<file path="config.mk">
export PLATFORM = sky130hd
export DESIGN_NAME = aligned_slice_packer_crc32c_flat
export DESIGN_NICKNAME = d
export VERILOG_FILES = /design/src/aspc_pkg.sv /design/src/aspc_if.sv /design/src/aspc_front.sv /design/src/aspc_fifo.sv /design/src/aspc_back.sv /design/src/aligned_slice_packer_crc32c.sv /design/src/flat_wrapper.sv
export SDC_FILE = /design/constraint.sdc
export NUM_CORES = 2
export LEC_CHECK = 0
export BUFFER_PORTS_ARGS = -buffer_cell sky130_fd_sc_hd__buf_2
export CAP_MARGIN = 25
export CORE_ASPECT_RATIO = 0.75
export CORE_MARGIN = 2
export CORE_UTILIZATION = 50
export CTS_CLUSTER_DIAMETER = 100
export DETAILED_ROUTE_END_ITERATION = 12
export GPL_TIMING_DRIVEN = 0
export HOLD_SLACK_MARGIN = 0.15
export PLACE_DENSITY = 0.67
export SETUP_SLACK_MARGIN = 0.02
export SYNTH_ARGS = -nofsm -noshare
export SYNTH_HDL_FRONTEND = slang
export SYNTH_SLANG_ARGS = --single-unit
export TNS_END_PERCENT = 20
</file>
<file path="constraint.sdc">
create_clock -name clk_i -period 42.3 [get_ports clk_i]
set_input_delay 4.23 -clock clk_i [delete_from_list [all_inputs] [get_ports clk_i]]
set_output_delay 4.23 -clock clk_i [all_outputs]
set_load 0.02 [all_outputs]
</file>
<file path="src/aspc_pkg.sv">
`default_nettype none
package aspc_pkg;

  // Field widths
  localparam int unsigned FILL_W = 25;
  localparam int unsigned LEN_W  = 24;
  localparam int unsigned CNT_W  = 32;
  localparam int unsigned CRC_W  = 32;

  // Limits and CRC constants
  localparam logic [FILL_W-1:0] FILL_MAX     = '1;
  localparam logic [LEN_W-1:0]  LEN_MAX      = '1;
  localparam logic [CRC_W-1:0]  CRC_POLY     = 32'h82F6_3B78;
  localparam logic [CRC_W-1:0]  CRC_ONES     = '1;
  localparam logic [FILL_W-1:0] TARGET_RESET = 25'd1048576;

  // Defaults of the top-level parameters
  localparam int unsigned ALIGN_BYTES_DEF     = 16;
  localparam int unsigned MAX_BLOCK_BYTES_DEF = 32'd16777215;

  // Depth of the queue between front and back
  localparam int unsigned QUEUE_DEPTH = 4;

  // Request codes
  localparam logic [1:0] REQ_DATA  = 2'd0;
  localparam logic [1:0] REQ_EMPTY = 2'd1;
  localparam logic [1:0] REQ_SEAL  = 2'd2;

  // Result kinds
  localparam logic [1:0] KIND_BYTE  = 2'd0;
  localparam logic [1:0] KIND_SLICE = 2'd1;
  localparam logic [1:0] KIND_FLUSH = 2'd2;

  // All results caused by one accepted item
  typedef struct packed {
    logic              has_byte;
    logic              has_slice;
    logic              has_flush;
    logic [7:0]        byte_value;
    logic [FILL_W-1:0] buffer_position;
    logic              byte_ovf;
    logic [CNT_W-1:0]  slice_index;
    logic [FILL_W-1:0] slice_offset;
    logic [LEN_W-1:0]  slice_length;
    logic [CRC_W-1:0]  slice_crc;
    logic              slice_ovf;
    logic [FILL_W-1:0] object_bytes;
    logic [CNT_W-1:0]  object_first_slice;
    logic [CNT_W-1:0]  object_slice_count;
    logic              object_ovf;
  } bundle_t;

  // One result as it leaves the block
  typedef struct packed {
    logic [1:0]        result_kind;
    logic [7:0]        byte_value;
    logic [FILL_W-1:0] buffer_position;
    logic [CNT_W-1:0]  slice_index;
    logic [FILL_W-1:0] slice_offset;
    logic [LEN_W-1:0]  slice_length;
    logic [CRC_W-1:0]  slice_crc;
    logic [FILL_W-1:0] object_bytes;
    logic [CNT_W-1:0]  object_first_slice;
    logic [CNT_W-1:0]  object_slice_count;
    logic              overflow;
    logic              is_last_result;
  } result_t;

  // Reflected CRC32C update by one byte
  function automatic logic [CRC_W-1:0] crc_byte(input logic [CRC_W-1:0] crc,
                                                 input logic [7:0] b);
    logic [CRC_W-1:0] c;
    c = crc ^ {24'd0, b};
    for (int k = 0; k < 8; k++) begin
      c = (c >> 1) ^ (c[0] ? CRC_POLY : '0);
    end
    return c;
  endfunction

endpackage
`default_nettype wire

</file>
<file path="src/aspc_if.sv">
`default_nettype none
// Input item channel
interface aspc_in_if;
  logic       valid;
  logic       ready;
  logic [1:0] req_type;
  logic [7:0] data_byte;
  logic       is_first;
  logic       is_last;
  modport source(output valid, req_type, data_byte, is_first, is_last, input ready);
  modport sink(input valid, req_type, data_byte, is_first, is_last, output ready);
endinterface

// Result channel
interface aspc_out_if;
  logic                         valid;
  logic                         ready;
  logic [1:0]                   result_kind;
  logic [7:0]                   byte_value;
  logic [aspc_pkg::FILL_W-1:0]  buffer_position;
  logic [aspc_pkg::CNT_W-1:0]   slice_index;
  logic [aspc_pkg::FILL_W-1:0]  slice_offset;
  logic [aspc_pkg::LEN_W-1:0]   slice_length;
  logic [aspc_pkg::CRC_W-1:0]   slice_crc;
  logic [aspc_pkg::FILL_W-1:0]  object_bytes;
  logic [aspc_pkg::CNT_W-1:0]   object_first_slice;
  logic [aspc_pkg::CNT_W-1:0]   object_slice_count;
  logic                         overflow;
  logic                         is_last_result;
  modport source(output valid, result_kind, byte_value, buffer_position, slice_index,
                 slice_offset, slice_length, slice_crc, object_bytes,
                 object_first_slice, object_slice_count, overflow, is_last_result,
                 input ready);
  modport sink(input valid, result_kind, byte_value, buffer_position, slice_index,
               slice_offset, slice_length, slice_crc, object_bytes,
               object_first_slice, object_slice_count, overflow, is_last_result,
               output ready);
endinterface

// Configuration write channel
interface aspc_cfg_if;
  logic                        valid;
  logic                        ready;
  logic [aspc_pkg::FILL_W-1:0] target_object_bytes;
  modport source(output valid, target_object_bytes, input ready);
  modport sink(input valid, target_object_bytes, output ready);
endinterface
`default_nettype wire

</file>
<file path="src/aspc_front.sv">
`default_nettype none
module aspc_front #(
  parameter int unsigned ALIGN_BYTES     = aspc_pkg::ALIGN_BYTES_DEF,
  parameter int unsigned MAX_BLOCK_BYTES = aspc_pkg::MAX_BLOCK_BYTES_DEF
) (
  input  wire logic      clk_i,
  input  wire logic      rst_ni,
  aspc_in_if.sink        in_i,
  aspc_cfg_if.sink       cfg_i,
  input  wire logic      full_i,
  output aspc_pkg::bundle_t push_data_o,
  output logic           push_o
);

  localparam int unsigned MOD_W = (ALIGN_BYTES > 1) ? $clog2(ALIGN_BYTES) : 1;
  localparam int unsigned PAD_W = $clog2(ALIGN_BYTES + 1);
  localparam int unsigned FW    = aspc_pkg::FILL_W;
  localparam logic [MOD_W-1:0] MOD_TOP = MOD_W'(ALIGN_BYTES - 1);
  localparam logic [MOD_W-1:0] SAT_MOD = MOD_W'(33554431 % ALIGN_BYTES);
  localparam logic [aspc_pkg::LEN_W-1:0] LEN_CAP =
    (MAX_BLOCK_BYTES < 32'hFF_FFFF) ? aspc_pkg::LEN_W'(MAX_BLOCK_BYTES) : aspc_pkg::LEN_MAX;

  logic [FW-1:0]                  fill_q, fill_d, start_q, start_d, target_q;
  logic [MOD_W-1:0]               mod_q, mod_d;
  logic [aspc_pkg::CNT_W-1:0]     cnt_q, cnt_d, ofs_q, ofs_d;
  logic [aspc_pkg::CRC_W-1:0]     crc_q, crc_d;
  logic [aspc_pkg::LEN_W-1:0]     len_q, len_d;
  logic                           ssat_q, ssat_d, osat_q, osat_d;

  logic [PAD_W-1:0] pad;
  logic [FW:0]      al_sum;
  logic             open_sat;
  logic [FW-1:0]    al_fill;
  logic [MOD_W-1:0] al_mod;
  logic             accept, slice_now, flush_now, bsat;
  aspc_pkg::bundle_t bnd;

  function automatic logic [MOD_W-1:0] mod_inc(input logic [MOD_W-1:0] m);
    return (m == MOD_TOP) ? '0 : m + 1'b1;
  endfunction

  assign in_i.ready  = !full_i;
  assign cfg_i.ready = 1'b1;
  assign accept      = in_i.valid && !full_i;

  // Round the fill up to the next aligned offset, saturating at the top
  assign pad      = (mod_q == '0) ? '0 : PAD_W'(ALIGN_BYTES) - PAD_W'(mod_q);
  assign al_sum   = {1'b0, fill_q} + (FW+1)'(pad);
  assign open_sat = al_sum > {1'b0, aspc_pkg::FILL_MAX};
  assign al_fill  = open_sat ? aspc_pkg::FILL_MAX : al_sum[FW-1:0];
  assign al_mod   = open_sat ? SAT_MOD : '0;

  // Classify the item and build all of its results
  always_comb begin
    fill_d = fill_q; mod_d = mod_q; start_d = start_q; len_d = len_q; crc_d = crc_q;
    ssat_d = ssat_q; osat_d = osat_q; cnt_d = cnt_q; ofs_d = ofs_q;
    bnd = '0; slice_now = 1'b0; flush_now = 1'b0; bsat = 1'b0;
    case (in_i.req_type)
      aspc_pkg::REQ_DATA: begin
        if (in_i.is_first || len_q == '0) begin
          fill_d = al_fill; mod_d = al_mod; start_d = al_fill; len_d = '0;
          crc_d = aspc_pkg::CRC_ONES; ssat_d = open_sat; osat_d = osat_q | open_sat;
          bsat = open_sat;
        end
        bnd.has_byte        = 1'b1;
        bnd.byte_value      = in_i.data_byte;
        bnd.buffer_position = fill_d;
        if (fill_d == aspc_pkg::FILL_MAX) begin
          bsat = 1'b1;
        end else begin
          fill_d = fill_d + 1'b1;
          mod_d  = mod_inc(mod_d);
        end
        if (len_d >= LEN_CAP) begin
          bsat = 1'b1;
        end else begin
          len_d = len_d + 1'b1;
        end
        crc_d = aspc_pkg::crc_byte(crc_d, in_i.data_byte);
        if (bsat) begin
          ssat_d = 1'b1;
          osat_d = 1'b1;
        end
        bnd.byte_ovf = bsat;
        slice_now    = in_i.is_last;
      end
      aspc_pkg::REQ_EMPTY: begin
        fill_d = al_fill; mod_d = al_mod; start_d = al_fill; len_d = '0;
        crc_d = aspc_pkg::CRC_ONES; ssat_d = open_sat; osat_d = osat_q | open_sat;
        slice_now = 1'b1;
      end
      aspc_pkg::REQ_SEAL: begin
        len_d = '0; crc_d = aspc_pkg::CRC_ONES; ssat_d = 1'b0;
        flush_now = (fill_q != '0);
      end
      default: begin
      end
    endcase
    // Close the slice
    if (slice_now) begin
      bnd.has_slice    = 1'b1;
      bnd.slice_index  = cnt_d;
      bnd.slice_offset = start_d;
      bnd.slice_length = len_d;
      bnd.slice_crc    = ~crc_d;
      bnd.slice_ovf    = ssat_d;
      cnt_d  = cnt_d + 1'b1;
      len_d  = '0;
      crc_d  = aspc_pkg::CRC_ONES;
      ssat_d = 1'b0;
      flush_now = (fill_d >= target_q);
    end
    // Flush the object
    if (flush_now) begin
      bnd.has_flush          = 1'b1;
      bnd.object_bytes       = fill_d;
      bnd.object_first_slice = ofs_d;
      bnd.object_slice_count = cnt_d - ofs_d;
      bnd.object_ovf         = osat_d;
      ofs_d  = cnt_d;
      fill_d = '0;
      mod_d  = '0;
      osat_d = 1'b0;
    end
  end

  assign push_data_o = bnd;
  assign push_o      = accept && (bnd.has_byte || bnd.has_slice || bnd.has_flush);

  // Hold packing state; advance on each accepted transfer
  always_ff @(posedge clk_i or negedge rst_ni) begin
    if (!rst_ni) begin
      fill_q   <= '0;
      mod_q    <= '0;
      start_q  <= '0;
      len_q    <= '0;
      crc_q    <= aspc_pkg::CRC_ONES;
      ssat_q   <= 1'b0;
      osat_q   <= 1'b0;
      cnt_q    <= '0;
      ofs_q    <= '0;
      target_q <= aspc_pkg::TARGET_RESET;
    end else begin
      if (cfg_i.valid) begin
        target_q <= cfg_i.target_object_bytes;
      end
      if (accept) begin
        fill_q  <= fill_d;
        mod_q   <= mod_d;
        start_q <= start_d;
        len_q   <= len_d;
        crc_q   <= crc_d;
        ssat_q  <= ssat_d;
        osat_q  <= osat_d;
        cnt_q   <= cnt_d;
        ofs_q   <= ofs_d;
      end
    end
  end

endmodule
`default_nettype wire

</file>
<file path="src/aspc_fifo.sv">
`default_nettype none
module aspc_fifo (
  input  wire logic               clk_i,
  input  wire logic               rst_ni,
  input  wire logic               push_i,
  input  wire aspc_pkg::bundle_t  push_data_i,
  output logic                    full_o,
  input  wire logic               pop_i,
  output aspc_pkg::bundle_t       head_o,
  output logic                    empty_o
);

  localparam int unsigned DEPTH = aspc_pkg::QUEUE_DEPTH;
  localparam int unsigned PTR_W = $clog2(DEPTH);

  aspc_pkg::bundle_t  mem_q [DEPTH];
  logic [PTR_W-1:0]   wr_q, rd_q;
  logic [PTR_W:0]     count_q;

  assign full_o  = (count_q == (PTR_W+1)'(DEPTH));
  assign empty_o = (count_q == '0);
  assign head_o  = mem_q[rd_q];

  // Store entries
  always_ff @(posedge clk_i) begin
    if (push_i) begin
      mem_q[wr_q] <= push_data_i;
    end
  end

  // Advance pointers and count
  always_ff @(posedge clk_i or negedge rst_ni) begin
    if (!rst_ni) begin
      wr_q    <= '0;
      rd_q    <= '0;
      count_q <= '0;
    end else begin
      if (push_i) begin
        wr_q <= wr_q + 1'b1;
      end
      if (pop_i) begin
        rd_q <= rd_q + 1'b1;
      end
      if (push_i && !pop_i) begin
        count_q <= count_q + 1'b1;
      end else if (pop_i && !push_i) begin
        count_q <= count_q - 1'b1;
      end
    end
  end

endmodule
`default_nettype wire

</file>
<file path="src/aspc_back.sv">
`default_nettype none
module aspc_back (
  input  wire logic              clk_i,
  input  wire logic              rst_ni,
  input  wire aspc_pkg::bundle_t head_i,
  input  wire logic              empty_i,
  output logic                   pop_o,
  aspc_out_if.source             out_o
);

  logic [2:0]        done_q, done_d, rem, sel, rem_after;
  logic              valid_q, load;
  aspc_pkg::result_t res_q, res_d;

  // Pick the next pending result of the head entry
  assign rem       = {head_i.has_flush, head_i.has_slice, head_i.has_byte} & ~done_q;
  assign sel       = rem & (~rem + 1'b1);
  assign rem_after = rem & ~sel;
  assign load      = !empty_i && (!valid_q || out_o.ready);
  assign pop_o     = load && (rem_after == '0);

  always_comb begin
    done_d = done_q;
    if (pop_o) begin
      done_d = '0;
    end else if (load) begin
      done_d = done_q | sel;
    end
  end

  // Format the selected result
  always_comb begin
    res_d = '0;
    res_d.is_last_result = (rem_after == '0);
    if (sel[0]) begin
      res_d.result_kind     = aspc_pkg::KIND_BYTE;
      res_d.byte_value      = head_i.byte_value;
      res_d.buffer_position = head_i.buffer_position;
      res_d.overflow        = head_i.byte_ovf;
    end else if (sel[1]) begin
      res_d.result_kind  = aspc_pkg::KIND_SLICE;
      res_d.slice_index  = head_i.slice_index;
      res_d.slice_offset = head_i.slice_offset;
      res_d.slice_length = head_i.slice_length;
      res_d.slice_crc    = head_i.slice_crc;
      res_d.overflow     = head_i.slice_ovf;
    end else begin
      res_d.result_kind        = aspc_pkg::KIND_FLUSH;
      res_d.object_bytes       = head_i.object_bytes;
      res_d.object_first_slice = head_i.object_first_slice;
      res_d.object_slice_count = head_i.object_slice_count;
      res_d.overflow           = head_i.object_ovf;
    end
  end

  // Hold the output register until its transfer
  always_ff @(posedge clk_i or negedge rst_ni) begin
    if (!rst_ni) begin
      valid_q <= 1'b0;
      done_q  <= '0;
    end else begin
      done_q <= done_d;
      if (load) begin
        valid_q <= 1'b1;
      end else if (out_o.ready) begin
        valid_q <= 1'b0;
      end
    end
  end

  always_ff @(posedge clk_i) begin
    if (load) begin
      res_q <= res_d;
    end
  end

  assign out_o.valid              = valid_q;
  assign out_o.result_kind        = res_q.result_kind;
  assign out_o.byte_value         = res_q.byte_value;
  assign out_o.buffer_position    = res_q.buffer_position;
  assign out_o.slice_index        = res_q.slice_index;
  assign out_o.slice_offset       = res_q.slice_offset;
  assign out_o.slice_length       = res_q.slice_length;
  assign out_o.slice_crc          = res_q.slice_crc;
  assign out_o.object_bytes       = res_q.object_bytes;
  assign out_o.object_first_slice = res_q.object_first_slice;
  assign out_o.object_slice_count = res_q.object_slice_count;
  assign out_o.overflow           = res_q.overflow;
  assign out_o.is_last_result     = res_q.is_last_result;

endmodule
`default_nettype wire

</file>
<file path="src/aligned_slice_packer_crc32c.sv">
`default_nettype none
// Aligned slice packer with CRC32C. Takes one data byte, empty-block or seal request
// per cycle on in_i while the queue is not full, and returns byte writes, slice records
// and object flush records on out_o, one result per cycle while out_o is ready, the last
// result of each item marked by is_last_result. The front stage updates the fill, slice
// and CRC state for an item in the cycle it is accepted and queues all of its results
// (four-entry queue); the back stage hands them out from an output register. Each result
// of an item is its own transfer on out_o: a plain byte stream runs at one item per cycle
// while out_o is ready, and the output port sets the rate when slices and flushes pile
// up. Padding bytes from aligning each block to ALIGN_BYTES are counted in the fill but
// never written. target_object_bytes is written on cfg_i; write it only while the block
// is idle.
module aligned_slice_packer_crc32c #(
  parameter int unsigned ALIGN_BYTES     = aspc_pkg::ALIGN_BYTES_DEF,
  parameter int unsigned MAX_BLOCK_BYTES = aspc_pkg::MAX_BLOCK_BYTES_DEF
) (
  input  wire logic  clk_i,
  input  wire logic  rst_ni,
  aspc_in_if.sink    in_i,
  aspc_cfg_if.sink   cfg_i,
  aspc_out_if.source out_o
);

  aspc_pkg::bundle_t push_data, head;
  logic              push, full, pop, empty;

  // Accept and classify items
  aspc_front #(
    .ALIGN_BYTES     (ALIGN_BYTES),
    .MAX_BLOCK_BYTES (MAX_BLOCK_BYTES)
  ) u_front (
    .clk_i       (clk_i),
    .rst_ni      (rst_ni),
    .in_i        (in_i),
    .cfg_i       (cfg_i),
    .full_i      (full),
    .push_data_o (push_data),
    .push_o      (push)
  );

  // Decouple front from back
  aspc_fifo u_fifo (
    .clk_i       (clk_i),
    .rst_ni      (rst_ni),
    .push_i      (push),
    .push_data_i (push_data),
    .full_o      (full),
    .pop_i       (pop),
    .head_o      (head),
    .empty_o     (empty)
  );

  // Emit results one per transfer
  aspc_back u_back (
    .clk_i   (clk_i),
    .rst_ni  (rst_ni),
    .head_i  (head),
    .empty_i (empty),
    .pop_o   (pop),
    .out_o   (out_o)
  );

endmodule
`default_nettype wire
</file>
<file path="src/flat_wrapper.sv">
// flat-port wrapper written by rule: the top's interface ports become plain ports
module aligned_slice_packer_crc32c_flat 
#(
  parameter int unsigned ALIGN_BYTES     = aspc_pkg::ALIGN_BYTES_DEF,
  parameter int unsigned MAX_BLOCK_BYTES = aspc_pkg::MAX_BLOCK_BYTES_DEF
)
  (clk_i, rst_ni, in_i_valid, in_i_req_type, in_i_data_byte, in_i_is_first, in_i_is_last, in_i_ready, cfg_i_valid, cfg_i_target_object_bytes, cfg_i_ready, out_o_valid, out_o_result_kind, out_o_byte_value, out_o_buffer_position, out_o_slice_index, out_o_slice_offset, out_o_slice_length, out_o_slice_crc, out_o_object_bytes, out_o_object_first_slice, out_o_object_slice_count, out_o_overflow, out_o_is_last_result, out_o_ready);
  aspc_in_if in_i_i ();
  aspc_cfg_if cfg_i_i ();
  aspc_out_if out_o_i ();
  input  wire logic clk_i;
  input  wire logic rst_ni;
  input wire logic [$bits(in_i_i.valid)-1:0] in_i_valid;
  input wire logic [$bits(in_i_i.req_type)-1:0] in_i_req_type;
  input wire logic [$bits(in_i_i.data_byte)-1:0] in_i_data_byte;
  input wire logic [$bits(in_i_i.is_first)-1:0] in_i_is_first;
  input wire logic [$bits(in_i_i.is_last)-1:0] in_i_is_last;
  output wire logic [$bits(in_i_i.ready)-1:0] in_i_ready;
  input wire logic [$bits(cfg_i_i.valid)-1:0] cfg_i_valid;
  input wire logic [$bits(cfg_i_i.target_object_bytes)-1:0] cfg_i_target_object_bytes;
  output wire logic [$bits(cfg_i_i.ready)-1:0] cfg_i_ready;
  output wire logic [$bits(out_o_i.valid)-1:0] out_o_valid;
  output wire logic [$bits(out_o_i.result_kind)-1:0] out_o_result_kind;
  output wire logic [$bits(out_o_i.byte_value)-1:0] out_o_byte_value;
  output wire logic [$bits(out_o_i.buffer_position)-1:0] out_o_buffer_position;
  output wire logic [$bits(out_o_i.slice_index)-1:0] out_o_slice_index;
  output wire logic [$bits(out_o_i.slice_offset)-1:0] out_o_slice_offset;
  output wire logic [$bits(out_o_i.slice_length)-1:0] out_o_slice_length;
  output wire logic [$bits(out_o_i.slice_crc)-1:0] out_o_slice_crc;
  output wire logic [$bits(out_o_i.object_bytes)-1:0] out_o_object_bytes;
  output wire logic [$bits(out_o_i.object_first_slice)-1:0] out_o_object_first_slice;
  output wire logic [$bits(out_o_i.object_slice_count)-1:0] out_o_object_slice_count;
  output wire logic [$bits(out_o_i.overflow)-1:0] out_o_overflow;
  output wire logic [$bits(out_o_i.is_last_result)-1:0] out_o_is_last_result;
  input wire logic [$bits(out_o_i.ready)-1:0] out_o_ready;
  assign in_i_i.valid = in_i_valid;
  assign in_i_i.req_type = in_i_req_type;
  assign in_i_i.data_byte = in_i_data_byte;
  assign in_i_i.is_first = in_i_is_first;
  assign in_i_i.is_last = in_i_is_last;
  assign in_i_ready = in_i_i.ready;
  assign cfg_i_i.valid = cfg_i_valid;
  assign cfg_i_i.target_object_bytes = cfg_i_target_object_bytes;
  assign cfg_i_ready = cfg_i_i.ready;
  assign out_o_valid = out_o_i.valid;
  assign out_o_result_kind = out_o_i.result_kind;
  assign out_o_byte_value = out_o_i.byte_value;
  assign out_o_buffer_position = out_o_i.buffer_position;
  assign out_o_slice_index = out_o_i.slice_index;
  assign out_o_slice_offset = out_o_i.slice_offset;
  assign out_o_slice_length = out_o_i.slice_length;
  assign out_o_slice_crc = out_o_i.slice_crc;
  assign out_o_object_bytes = out_o_i.object_bytes;
  assign out_o_object_first_slice = out_o_i.object_first_slice;
  assign out_o_object_slice_count = out_o_i.object_slice_count;
  assign out_o_overflow = out_o_i.overflow;
  assign out_o_is_last_result = out_o_i.is_last_result;
  assign out_o_i.ready = out_o_ready;
  aligned_slice_packer_crc32c #(.ALIGN_BYTES(ALIGN_BYTES), .MAX_BLOCK_BYTES(MAX_BLOCK_BYTES)) u_core (.clk_i(clk_i), .rst_ni(rst_ni), .in_i(in_i_i), .cfg_i(cfg_i_i), .out_o(out_o_i));
endmodule
</file>
Word-level counts from Yosys, hierarchy flattened --
Memories as Yosys holds them, arrays and structs flattened. Cells that the tools add are included.
Cells by class: add/sub/neg operators 12, $lt $le $gt $ge 3, equal/unequal tests 5, multiplexer cells 66, bitwise logic cells 19, reductions and logical operators 30
Operators by type and width (number):
- 32-bit two-way mux | 12
- 31-bit by 32-bit XOR with 32-bit output | 8
- 25-bit two-way mux | 6
- 114-bit two-way mux | 1
- 25-bit case mux with 2 select lines | 2
- 24-bit two-way mux | 4
- 90-bit two-way mux | 1
- 32-bit case mux with 2 select lines | 1
- 24-bit case mux with 2 select lines | 1
- 34-bit two-way mux | 1
- 32-bit by 1-bit adder with 32-bit output (second input constant) | 1
- 32-bit inverter | 1
- 32-bit subtractor | 1
- 32-bit by 8-bit XOR with 32-bit output | 1
- 25-bit by 5-bit adder with 26-bit output | 1
- 26-bit by 25-bit > comparator with 1-bit output (second input constant) | 1
- 25-bit by 1-bit adder with 25-bit output (second input constant) | 1
- 25-bit == test (second input constant) | 1
- 25-bit greater-or-equal comparator | 1
- 25-bit nonzero test | 1
- 24-bit by 1-bit adder with 24-bit output (second input constant) | 1
- 24-bit greater-or-equal comparator (second input constant) | 1
- 24-bit logical NOT | 1
- 4-bit two-way mux | 6
- other kinds (31) | 79
Word-level totals: register bits 451, memory bits (writable) 964, output and inout port bits 242, word-level logic and storage cells 163, memories kept 1
Memory list:
- u_core.u_fifo.mem_q | depth 4, width 241, rd ports 1, clocked after memory_dff 0, wr ports 1, RTL line aspc_fifo.sv:16 | aspc_pkg::bundle_t mem_q [DEPTH];

Depth between registers and ports, before layout --
word-level depth 24, gate-level depth with buffers 45, gate-level depth less buffers 41

Cells and area by module --
Synthesis repeated with hierarchy kept, for this count alone.
Second synthesis, totals: cells, all modules 4317, area, all modules 62628.8 um^2
Modules (own cells, without submodules):
- aspc_fifo | instances 1, cells each 1293, area each 35145.0 um^2
- aspc_front | instances 1, cells each 2497, area each 18412.7 um^2
- aspc_back | instances 1, cells each 527, area each 9071.2 um^2

Worst setup path before layout --
OpenSTA, ideal clock, no wires.
path kind input-to-reg, start in out_o_ready, end reg u_core.u_fifo.count_q[1], setup time 0.125 ns, arrival time 17.969 ns, required time 42.175 ns, slack 24.206 ns, cell stages on the path 9, buffers on the path 1, path through inv_1 a21oi_1 and2_1 clkbuf_1 inv_1 ha_1 inv_1 fa_1 mux2_2
On the way: word-level cells in the longest chain between the ends 6
Ends and longest elaborated chain:
- start: declaration | RTL line flat_wrapper.sv:35 | input wire logic [$bits(out_o_i.ready)-1:0] out_o_ready;
- 1-bit logical OR * | RTL line aspc_back.sv:19 | assign load = !empty_i && (!valid_q || out_o.ready);
- 1-bit logical AND * | RTL line aspc_back.sv:19
- net u_core.u_back.load | RTL line aspc_back.sv:12 | logic valid_q, load;
- 1-bit logical AND * | RTL line aspc_back.sv:20 | assign pop_o = load && (rem_after == '0);
- 1-bit logical NOT | RTL line aspc_fifo.sv:44 | if (push_i && !pop_i) begin
- 1-bit logical AND | RTL line aspc_fifo.sv:44
- 3-bit two-way mux / 2-bit nonzero test (equally long branches)
- end signal: assignment | RTL line aspc_fifo.sv:45 | count_q <= count_q + 1'b1;
- end signal: assignment | RTL line aspc_fifo.sv:47 | count_q <= count_q - 1'b1;
- end: declaration | RTL line aspc_fifo.sv:18 | logic [PTR_W:0] count_q;
Mark *: on every way through the listed nets, which the timed path passes. The rest lies on a longest branch. A chain may end at the register's enable or synchronous reset.

Worst setup path in the final report --
start in in_i_is_first, end mem u_core.u_fifo.mem_q[0][25] in the netlist's numbering, enable pin
On the way: word-level cells in the longest chain between the ends 13
Ends and longest elaborated chain:
- start: declaration | RTL line flat_wrapper.sv:16 | input wire logic [$bits(in_i_i.is_first)-1:0] in_i_is_first;
- 1-bit logical OR * | RTL line aspc_front.sv:60 | if (in_i.is_first || len_q == '0) begin
- 25-bit two-way mux * | RTL line aspc_front.sv:60
- 25-bit two-way mux * | RTL line aspc_front.sv:58 | case (in_i.req_type)
- 25-bit by 1-bit adder with 25-bit output / 25-bit == test (equally long branches) | RTL line aspc_front.sv:71, aspc_front.sv:68
- 25-bit two-way mux * | RTL line aspc_front.sv:68 | if (fill_d == aspc_pkg::FILL_MAX) begin
- 25-bit case mux with 2 select lines * | RTL line aspc_front.sv:58
- 25-bit greater-or-equal comparator * | RTL line aspc_front.sv:111 | flush_now = (fill_d >= target_q);
- 1-bit two-way mux * | RTL line aspc_front.sv:100 | if (slice_now) begin
- 1-bit two-way mux * | RTL line aspc_front.sv:114 | if (flush_now) begin
- 1-bit logical OR * | RTL line aspc_front.sv:128 | assign push_o = accept && (bnd.has_byte || bnd.has_slice || bnd.has_flush);
- 1-bit logical AND * | RTL line aspc_front.sv:128
- net u_core.push | RTL line aligned_slice_packer_crc32c.sv:25 | logic push, full, pop, empty;
- 1-bit two-way mux * | RTL line aspc_fifo.sv:26 | if (push_i) begin
- 1-bit two-way mux (not written as such) * | RTL line aspc_fifo.sv:27 | mem_q[wr_q] <= push_data_i;
- end: declaration | RTL line aspc_fifo.sv:16
Mark *: on every way through the listed nets, which the timed path passes. The rest lies on a longest branch. The select of a mux whose other input is x is not followed.

==> results.md <==
* DR DRC count at 0
* Run status: finished clean
* Pins Over Slew Limit at 0
* Crit start category: input port
* CTS sink count at 1415
* H-tree depth at 4
* Worst rel slew slack at 19.04%
* Post-Route WL at 176.7 mm
* Leading cell type in the layout, fill and taps excluded: edfxtp_1
* Largest net degree at the start of global routing at 94
* Worst-Margin Slew at 1.214 ns
* Worst Hold Class: reg2reg
* Crit end category: flop
* Library cells used by synthesis at 104
* Drt wl/cell at 27.36 um
* Row count at 111
* Clock-pin slew of the registers on the worst-case setup and hold paths at 0.07 ns
* Core footprint at 122500 um2
* Number of port buffers at 278
* CTS root buffer: clkbuf_16
* RePlAce Congestion at 1.016
* First-pass GRT wire length at 255.1 mm
* RSZ-0062 raised after global routing: no
* Syn Area/Cell at 14.63 um2
* Worst Skew at 0.02754 ns
* EDFF count, synth at 1203
* TritonCTS clock tree: yes
* Starting DRT DRC Count at 4792
* Initial antenna violation count at 13
* IO Pins at 284
* Crit path kind: in2reg
* Fin crit share at 34.78%
* CTS max path bufs at 3
* Buf/Inv on CP at 15
* Fin util at 58.07%
* Final Hold Fails at 0
* Post-place instance area at 66310 um2
* Design area at 71130 um2
* Synthesized area at 61950 um2
* Layout cells sized above 1 at 18.61%
* Crit path max-delay family: buffers and inverters
* Total GRT Usage at 27.69%
* DP HPWL at 125.6 mm
* Die width at 410.5 um
* PwrDens at 68.84 nW/um2
* Max_cap viols at 0
* Grt ovf at 0
* Area growth, synth to finish at 14.81%
* 1st-pass router iterations at 8
* Fmax at 67.97 MHz
* Vias per cell at 6.093
* Worst VDD drop at 0.00004636 V
* Post-synth net total at 4354
* Total CTS buffers at 138
* Seq/Total Area, Yosys at 66.94%
* Leak Pwr at 26.55 nW
* Via count at 39346
* Register bit count reported by yosys at 1415
* Final min period at 14.71 ns
* Share of flip-flops with an asynchronous set or reset at 14.98%
* Max stage delay on crit path at 0.89 ns
* Slowest-stage cell, CP: a211oi_1
* # setup viols final at 0
* Nets at 4820
* Worst-Skew Late Latency at 0.79 ns
* Die Ht at 308.8 um
* Cts repair resizes at 0
* Vias in the first global route at 37338
* Commonest non-fill, non-tap cells in the layout: edfxtp_1, nor2_1, buf_2, and3_1, mux4_2
* Synth Warn # at 0
* Worst endpoint data arrival time at 15.19 ns
* Hold buffer count at CTS at 0
* Initial core utilization at 50.58%
* Top_reg_cell synth: edfxtp_1
* Required time worst endpoint at 42.78 ns
* Worst-path fanout max at 55
* Post-Syn Instances at 4234
* Die area at 126800 um2
* Crit path top cell by count: buf_2
* Setup TNS at 0 ns
* Routed Antenna Nets at 0
* Post-CTS Repair Setup Buffers at 0
-- cells in the mapped netlist (all sizes together) (17+ instances only) --
cell type | count | area share [%]
nand3 | 52 | 0.45
and3 | 242 | 2.4
edfxtp | 1203 | 58
dfrtp | 179 | 7.2
buf | 68 | 0.50
a22o | 27 | 0.38
o31ai | 24 | 0.30
ha | 75 | 1.5
a222oi | 18 | 0.29
inv | 147 | 0.89
xnor2 | 149 | 2.1
a21oi | 219 | 1.8
xor2 | 69 | 1.0
a31oi | 19 | 0.19
nand2 | 239 | 1.4
nor3 | 49 | 0.42
nor4 | 24 | 0.27
clkbuf | 202 | 1.2
and2 | 76 | 0.77
mux4 | 241 | 8.8
dfstp | 33 | 1.4
a211oi | 18 | 0.23
o21ai | 197 | 1.6
o21a | 17 | 0.21
nand4 | 24 | 0.24
a21o | 38 | 0.46
nor2b | 50 | 0.50
nor2 | 312 | 1.9
-- path summary, 6_finish.rpt --
check                                   startpoint                    endpoint  slack, ns  depth (start not counted)
max reg2reg                u_core.u_front.mod_q[0]  u_core.u_fifo.mem_q[0][25]      29.75                         41
max                                  in_i_is_first  u_core.u_fifo.mem_q[0][25]      27.59                         36
min                        u_core.u_back.done_q[0]     u_core.u_back.done_q[0]       0.49                          2
min reg2reg                u_core.u_back.done_q[0]     u_core.u_back.done_q[0]       0.49                          2
min in group asynchronous                   rst_ni    u_core.u_front.len_q[13]       3.34                          1
max in group asynchronous                   rst_ni  u_core.u_front.start_q[23]      38.11                          2
-- state kept, by name (all words and copies together) (netlist names), 3 cells and up --
| register | cells |
|---|---|
| u_core.u_back.out_o.object_bytes | 25 |
| u_core.u_back.out_o.slice_crc | 32 |
| u_core.u_back.out_o.buffer_position | 25 |
| u_core.u_front.fill_q | 25 |
| u_core.u_back.out_o.byte_value | 8 |
| u_core.u_fifo.mem_q | 964 |
| u_core.u_front.target_q | 25 |
| u_core.u_back.out_o.slice_index | 32 |
| u_core.u_back.out_o.object_slice_count | 32 |
| u_core.u_back.done_q | 3 |
| u_core.u_front.mod_q | 4 |
| u_core.u_back.out_o.slice_length | 24 |
| u_core.u_back.out_o.object_first_slice | 32 |
| u_core.u_back.out_o.slice_offset | 25 |
| u_core.u_front.cnt_q | 32 |
| u_core.u_front.ofs_q | 32 |
| u_core.u_front.start_q | 25 |
| u_core.u_front.len_q | 24 |
| u_core.u_fifo.count_q | 3 |
| u_core.u_front.crc_q | 32 |
-- through the flow --
step / setup slack [ns] / instances / total power [mW] / hold WS (ns)
floorplan: 24.21 / 4234 / 3.073 / 0.4540
global placement: 17.20 / 6150 / 3.685 / 0.4680
detailed placement: 27.45 / 6191 / 3.633 / 0.4767
CTS: 28.26 / 6445 / 4.914 / 0.4907
global route: 27.47 / 6453 / 5.100 / 0.5134
finish: 27.59 / 6458 / 4.896 / 0.4924
-- metal layers --
metal | part of all wire, % | vias up | track usage [%]
li1 | - | 17063 | -
met1 | 43 | 20010 | 40.71
met2 | 45 | 1975 | 41.48
met3 | 9.6 | 292 | 6.113
met4 | 2.8 | 6 | 8.644
met5 | 0.019 | - | 0
-- cells by family (layout without fill, tap and decap cells) --
group / Yosys count / count (layout) / share of synthesized area [%]
mux: 263 / 263 / 9.129
flops: 1415 / 1415 / 66.94
fa+ha+maj: 78 / 78 / 1.612
other cells: 1 / 7 / 0.006053
compound gates: 706 / 706 / 7.291
simple gates: 1135 / 1135 / 9.256
buf+inv: 418 / 998 / 2.624
xor+xnor: 218 / 218 / 3.143
-- worst register-to-register path: cells and delay by family, from the launching register on --
| family | cells | cell delay (ns) |
|---|---|---|
| AOI/OAI and AO/OA | 16 | 3.95 |
| and+or+nand+nor | 9 | 3.19 |
| DFF | 1 | 0.39 |
| buffers and inverters | 12 | 3.50 |
| adders and majority gates | 4 | 1.13 |
-- area by class of cell --
cell class,count,area [um2]
Fill cell,9640,51370
Sequential cell,1415,41470
Multi-Input combinational cell,2401,18880
Clock buffer,169,3662
Timing Repair Buffer,326,2379
Tap cell,1638,2049
Buffer,270,1072
Clock inverter,85,1042
Inverter,148,555.5
Antenna cell,6,15.01
-- report_power, final --
group	switching, mW	leakage [nW]	internal, mW
clock	0.543	2.29	0.735
sequential	0.0915	14.0	1.90
combinational	1.03	10.3	0.592
No activity file was read; power rests on OpenSTA's default activity.
